===== src/rtl/cwf_pkg.sv =====
`timescale 1ns / 1ps

package cwf_pkg;

  typedef struct packed {
    logic [7:0] red;
    logic [7:0] green;
    logic [7:0] blue;
  } rgb_t;

  typedef enum logic {
    CMD_INIT   = 1'b0,
    CMD_UPDATE = 1'b1
  } cmd_t;

  localparam logic [15:0] FADE_PERIOD_RESET = 16'd100;
  localparam logic [6:0]  GOAL_MIN          = 7'd10;

  // Brightness is carried as percent * 2^SCALE_SHIFT / 100, rounded up,
  // so one multiply and a shift give floor(channel * percent / 100).
  localparam int          SCALE_SHIFT = 20;
  localparam int          SCALE_W     = 21;
  localparam logic [SCALE_W-1:0] SCALE_STEP = SCALE_W'(10486);

  localparam logic [7:0] SEG_1    = 8'd85;
  localparam logic [7:0] SEG_2    = 8'd170;
  localparam logic [7:0] WHEEL_END = 8'd255;
  localparam logic [7:0] FULL     = 8'd255;

  function automatic logic [7:0] wheel_step(input logic [7:0] pos);
    logic [7:0] p;
    p = pos + 8'd1;
    if (p == WHEEL_END) begin
      p = 8'd0;
    end
    return p;
  endfunction

  function automatic rgb_t wheel_color(input logic [7:0] p);
    rgb_t c;
    logic [7:0] q;
    logic [7:0] ramp;
    if (p < SEG_1) begin
      q = p;
    end else if (p < SEG_2) begin
      q = p - SEG_1;
    end else begin
      q = p - SEG_2;
    end
    ramp = 8'((q << 1) + q);
    if (p < SEG_1) begin
      c.red   = ramp;
      c.green = FULL - ramp;
      c.blue  = 8'd0;
    end else if (p < SEG_2) begin
      c.blue  = ramp;
      c.red   = FULL - ramp;
      c.green = 8'd0;
    end else begin
      c.green = ramp;
      c.blue  = FULL - ramp;
      c.red   = 8'd0;
    end
    return c;
  endfunction

  function automatic logic [7:0] step_toward(input logic [7:0] cur, input logic [7:0] tgt);
    logic [7:0] r;
    if (cur > tgt) begin
      r = cur - 8'd1;
    end else if (cur < tgt) begin
      r = cur + 8'd1;
    end else begin
      r = cur;
    end
    return r;
  endfunction

endpackage


===== src/rtl/cwf_dim.sv =====
`timescale 1ns / 1ps

module cwf_dim (
  input  cwf_pkg::rgb_t                   color,
  input  logic [cwf_pkg::SCALE_W-1:0]     scale,
  output cwf_pkg::rgb_t                   dimmed
);
  import cwf_pkg::*;

  localparam int PROD_W = 8 + SCALE_W;

  logic [PROD_W-1:0] prod_red;
  logic [PROD_W-1:0] prod_green;
  logic [PROD_W-1:0] prod_blue;

  assign prod_red   = PROD_W'(color.red)   * PROD_W'(scale);
  assign prod_green = PROD_W'(color.green) * PROD_W'(scale);
  assign prod_blue  = PROD_W'(color.blue)  * PROD_W'(scale);

  // Rounding error of the scale stays below 0.01 of a unit, so the floor is exact.
  assign dimmed.red   = prod_red[SCALE_SHIFT +: 8];
  assign dimmed.green = prod_green[SCALE_SHIFT +: 8];
  assign dimmed.blue  = prod_blue[SCALE_SHIFT +: 8];

endmodule


===== src/rtl/color_wheel_fader_with_dimming.sv =====
`timescale 1ns / 1ps

// channel  | handshake            | payload
// ---------+----------------------+----------------------------------
// input    | in_valid / in_stall  | cmd, light_level
// output   | out_valid / out_stall| out_red, out_green, out_blue
// config   | cfg_valid / cfg_ready| fade_period
//
// One item per cycle sustained while the output is not stalled; an accepted item passes
// through the input register, then fade/wheel/dimming logic into the result register.
// Reset (rst, synchronous) clears the pipeline, the color state and sets fade_period to 100.
// A held result stalls the input register; in_stall rises only while both are full.
// cfg_ready is always high.

module color_wheel_fader_with_dimming (
  input  logic        clk,
  input  logic        rst,
  input  logic        in_valid,
  output logic        in_stall,
  input  logic        cmd,
  input  logic [9:0]  light_level,
  output logic        out_valid,
  input  logic        out_stall,
  output logic [7:0]  out_red,
  output logic [7:0]  out_green,
  output logic [7:0]  out_blue,
  input  logic        cfg_valid,
  output logic        cfg_ready,
  input  logic [15:0] fade_period
);
  import cwf_pkg::*;

  logic               s1_valid;
  logic               s1_cmd;
  logic [6:0]         s1_goal;

  logic [15:0]        period_limit;
  logic [15:0]        period_count;
  logic [7:0]         wheel_position;
  rgb_t               target;
  rgb_t               current;
  logic [6:0]         brightness_percent;
  logic [SCALE_W-1:0] brightness_scale;

  logic [15:0]        period_count_next;
  logic [7:0]         wheel_position_next;
  rgb_t               target_next;
  rgb_t               current_next;
  logic [6:0]         brightness_percent_next;
  logic [SCALE_W-1:0] brightness_scale_next;
  logic [15:0]        count_inc;
  rgb_t               dimmed;

  logic               in_accept;
  logic               s1_advance;

  logic [10:0]        light_inv;
  logic [17:0]        goal_prod;
  logic [6:0]         goal_raw;
  logic [6:0]         goal;

  assign cfg_ready  = 1'b1;
  assign s1_advance = s1_valid && (!out_valid || !out_stall);
  assign in_stall   = s1_valid && out_valid && out_stall;
  assign in_accept  = in_valid && !in_stall;

  // Brightness goal: floor((1024 - light) * 100 / 1024), at least 10.
  assign light_inv = 11'd1024 - {1'b0, light_level};
  assign goal_prod = 18'(light_inv) * 18'd100;
  assign goal_raw  = goal_prod[16:10];
  assign goal      = (goal_raw < GOAL_MIN) ? GOAL_MIN : goal_raw;

  always_comb begin
    period_count_next   = period_count;
    wheel_position_next = wheel_position;
    target_next         = target;
    current_next        = current;
    count_inc           = (period_count != 16'hFFFF) ? period_count + 16'd1 : period_count;
    if (s1_cmd == CMD_INIT) begin
      wheel_position_next = wheel_step(wheel_position);
      target_next         = wheel_color(wheel_position_next);
      current_next        = target_next;
    end else if (count_inc >= period_limit) begin
      period_count_next  = 16'd0;
      current_next.red   = step_toward(current.red, target.red);
      current_next.green = step_toward(current.green, target.green);
      current_next.blue  = step_toward(current.blue, target.blue);
      if (current_next == target) begin
        wheel_position_next = wheel_step(wheel_position);
        target_next         = wheel_color(wheel_position_next);
      end
    end else begin
      period_count_next = count_inc;
    end

    brightness_percent_next = brightness_percent;
    brightness_scale_next   = brightness_scale;
    if (s1_goal < brightness_percent) begin
      brightness_percent_next = brightness_percent - 7'd1;
      brightness_scale_next   = brightness_scale - SCALE_STEP;
    end else if (s1_goal > brightness_percent) begin
      brightness_percent_next = brightness_percent + 7'd1;
      brightness_scale_next   = brightness_scale + SCALE_STEP;
    end
  end

  cwf_dim u_dim (
    .color  (current_next),
    .scale  (brightness_scale_next),
    .dimmed (dimmed)
  );

  always_ff @(posedge clk) begin
    if (rst) begin
      s1_valid           <= 1'b0;
      out_valid          <= 1'b0;
      period_limit       <= FADE_PERIOD_RESET;
      period_count       <= 16'd0;
      wheel_position     <= 8'd0;
      target             <= '0;
      current            <= '0;
      brightness_percent <= 7'd0;
      brightness_scale   <= '0;
    end else begin
      if (cfg_valid && cfg_ready) begin
        period_limit <= fade_period;
      end

      if (in_accept) begin
        s1_valid <= 1'b1;
      end else if (s1_advance) begin
        s1_valid <= 1'b0;
      end

      if (s1_advance) begin
        out_valid          <= 1'b1;
        period_count       <= period_count_next;
        wheel_position     <= wheel_position_next;
        target             <= target_next;
        current            <= current_next;
        brightness_percent <= brightness_percent_next;
        brightness_scale   <= brightness_scale_next;
      end else if (!out_stall) begin
        out_valid <= 1'b0;
      end
    end
  end

  always_ff @(posedge clk) begin
    if (in_accept) begin
      s1_cmd  <= cmd;
      s1_goal <= goal;
    end
    if (s1_advance) begin
      out_red   <= dimmed.red;
      out_green <= dimmed.green;
      out_blue  <= dimmed.blue;
    end
  end

endmodule


===== config.mk =====
export PLATFORM = sky130hd
export DESIGN_NAME = color_wheel_fader_with_dimming
export DESIGN_NICKNAME = d
export VERILOG_FILES = /design/src/rtl/cwf_pkg.sv /design/src/rtl/cwf_dim.sv /design/src/rtl/color_wheel_fader_with_dimming.sv
export SDC_FILE = /design/constraint.sdc
export NUM_CORES = 2
export LEC_CHECK = 0
export ABC_AREA = 1
export BUFFER_PORTS_ARGS = -buffer_cell sky130_fd_sc_hd__buf_2
export CORE_MARGIN = 1.5
export CORE_UTILIZATION = 50
export CTS_CLUSTER_DIAMETER = 60
export DETAILED_ROUTE_END_ITERATION = 10
export PLACE_DENSITY = 0.63
export SETUP_SLACK_MARGIN = 0.2
export SLEW_MARGIN = 20
export SYNTH_ARGS = -nofsm -noshare
export SYNTH_HDL_FRONTEND = slang
export SYNTH_HIERARCHICAL = 1
export SYNTH_SLANG_ARGS = --single-unit

===== constraint.sdc =====
create_clock -name clk -period 17 [get_ports clk]
set_clock_uncertainty 0.05 [all_clocks]
set_input_delay 0 -clock clk [delete_from_list [all_inputs] [get_ports clk]]
set_output_delay 0 -clock clk [all_outputs]
set_load 0.005 [all_outputs]

==> summary.md <==
| Metric | Value |
|---|---|
| Status | complete, no violations |
| Core ar. | 0.05531 sq mm |
| Post-CTS Setup Bufs | 0 |
| CTS tree | yes |
| Antenna violations before repair | 0 |
| HPWL after detailed placement | a little over 50000 um |
| Initial DRT Pass Iterations | 8 |
| Root buf cell | clkbuf_16 |
| Detailed Route Iter0 Violations | roughly 1300 |
| Vias | 24317 |
| Die height | 240.1 um |
| Final Cycle Share | 55.87% |
| Min Tclk post-route | approximately 9500 ps |
| Worst path most repeated cell | nand2_1 |
| Die width | 240.1 um |
| FMAX | around 110 MHz |
| Nature of the critical path endpoint | register |
| Flops & latches, synth | about 150 |
| FILL cells | around 5600 |
| Mapped Area | roughly 0.028 sq mm |
| Initial Utilization | slightly above 50% |
| Critical-path top delay cell | nand2_1 |
| R2R Setup Slk | 7500 ps |
| WL/cell | around 14 um |
| Port Buffer Count | 57 |
| # setup viols final | 0 |
| Die area | roughly 0.058 sq mm |
| H-tree levels | 4 |
| Num rows | 86 |
| Synthesized instance count | 4139 |
| Max incr delay on CP | about 540 ps |
| Final WL | about 70000 um |
| # hold bufs at CTS | 28 |
| N_diodes | 0 |
| Worst EP arrival | between 9000 and 10000 ps |
| GPL Wtd Cong | between 0.9 and 1 |
| Total GRT Usage | between 20% and 30% |
| Commonest non-fill, non-tap cell in the layout | nand2_1 |
| Synth warn | 6 |
| Dominant synthesized flop cell | dfxtp_1 |
| Slew margin rel. | between 20 and 30% |
| Clock Sinks | between 100 and 150 |
| Async SR Flop Fraction | 0% |
| RSZ-0062 raised after global routing | false |
| Max-Cap Viols | 0 |
| Share of cells above drive strength 1 | roughly 5.5% |
| CP startpoint kind | register |
| Max Root-Sink Buffers | 2 |
| Final net count | 4750 |
| Largest net degree at the start of global routing | 69 |
| Crit-path max FO | 24 |
| Syn Area/Cell | between 6 and 7 sq um |
| Worst slew pin tran | 1069 ps |
| Final Max Slew Viols | 0 |
| Area grow syn2layout | 6.846% |
| Req. time, crit path | around 17000 ps |
| Number of synthesized flops with an enable pin | 32 |
| Seq/Total Area, Yosys | 11.75% |
| Global-route wire length before repair | between 100000 and 150000 um |
| CTS Buf Count | 17 |
| Setup tns final | 0 ps |
| Final hold violation count | 0 |
| Vias in the first global route | approximately 24000 |
| Final ANT Viol Nets | 0 |
| Netlist cell types | 60 |
| Clock-pin slew on the worst setup and hold paths | ~70 ps |
| Most frequent cells in the layout | 1121 x nand2_1, 993 x inv_1, 343 x fa_1, 257 x nor2_1, 248 x ha_1 |
| # resized after CTS | 0 |
| Grt total ovfl | 0 |
| DR vias/cell | between 4 and 5 |
| # IOs | roughly 60 |
| Detailed-route DRC error count | 0 |
| Worst-skew pair later-pin latency | around 490 ps |
| Fin util | between 50 and 60% |
| CP Class | register to register |
| Hold WC Path Type | primary input to register |
cell type report:
| cell class | count | area, sq um | share of cell area, % |
|---|---|---|---|
| Multi-Input combinational cell | 2822 | 20540 | 68.39 |
| Sequential cell | 149 | 3303 | 11.00 |
| Clock inverter | 11 | 105.1 | 0.3500 |
| Clock buffer | 20 | 489.2 | 1.629 |
| Timing Repair Buffer | 123 | 850.8 | 2.833 |
| Inverter | 1014 | 3810 | 12.69 |
| Tap cell | 748 | 935.9 | 3.116 |
stage by stage:
stage / cells / setup WS, ps / area [sq um] / hold slack (ps)
2_1_floorplan: 4141 / 9400 / 28120 / 48.87
3_3_place_gp: 4828 / 7776 / 29160 / 138.9
3_5_place_dp: 4828 / 7577 / 29160 / 139.9
4_1_cts: 4887 / 7544 / 30030 / 101.1
5_1_grt: 4887 / 6656 / 30030 / 148.9
6_report: 4887 / 7502 / 30030 / 112.8
state kept, by name (all words and copies together), names as in the netlist:
name                count
s1_valid                1
wheel_position          8
s1_cmd                  1
s1_goal                 7
brightness_percent      7
out_blue                8
period_count           16
period_limit           16
target                 24
out_valid               1
current                24
out_red                 8
brightness_scale       20
out_green               8
Yosys cell counts, types with 3 or more instances:
master	n	area, sq um
nand2_4	3	33.78
a31o_2	3	26.28
xor2_1	79	691.9
buf_4	3	22.52
or2_2	7	43.79
o21bai_1	11	82.58
buf_6	3	33.78
nand2_1	1121	4208
nand3_2	4	40.04
buf_1	5	18.77
buf_2	20	100.1
o22ai_1	4	25.02
ha_1	248	3103
nor3_2	9	90.09
inv_1	996	3739
inv_2	15	56.30
clkbuf_1	124	465.5
a31oi_1	11	68.82
nand4_1	36	225.2
edfxtp_1	32	960.9
nor3b_1	4	30.03
a21boi_0	3	22.52
o221ai_1	3	26.28
a21o_1	18	135.1
nand3_1	124	620.6
o21ai_2	6	52.55
nand2_2	15	93.84
a22oi_1	9	67.56
nor2_1	258	968.4
nor4_1	11	68.82
nor2b_1	5	31.28
a211oi_1	10	75.07
nor2_4	5	56.30
o21ai_0	136	680.7
fa_1	343	6867
xnor2_1	26	227.7
nor3_1	43	215.2
o31ai_1	4	30.03
o211ai_1	9	67.56
o21a_1	7	52.55
dfxtp_1	117	2342
and2_1	3	18.77
a21oi_1	196	980.9
o21ai_1	30	150.1
worst paths after layout:
path	start	end	depth (start not counted)
setup / recovery	wheel_position[1]$_SDFFE_PP0P_	out_green[7]$_DFFE_PP_	48
hold / removal	rst	period_count[1]$_SDFFE_PP0P_	3
setup reg to reg	wheel_position[1]$_SDFFE_PP0P_	out_green[7]$_DFFE_PP_	48
hold reg to reg	brightness_percent[6]$_SDFFE_PP0P_	brightness_percent[6]$_SDFFE_PP0P_	1
per-layer routing:
metal	GRT usage [%]	part of all wire (%)
met5	0	0
met4	7.757	2.2
met3	3.307	4.6
met2	44.41	48
met1	33.71	46
critical path, delay by kind of cell, from the launching register on:
kind | cells | cell delay (ps)
DFF | 1 | 340
AOI/OAI and AO/OA | 7 | 1400
buffers and inverters | 7 | 830
and+or+nand+nor | 25 | 3500
adders and majority gates | 9 | 3140
cells by family after synthesis:
family | after synthesis | share of synthesized area, %
and+or+nand+nor | 1653 | 24.22
buffers and inverters | 1170 | 15.85
adders and majority gates | 591 | 35.47
AOI/OAI and AO/OA | 469 | 9.410
DFF | 149 | 11.75
xor gates and xnor gates | 105 | 3.272
other | 2 | 0.02672
Power is not shown: default switching activity piles up to over one toggle a cycle in this logic, so the estimate is an artifact.
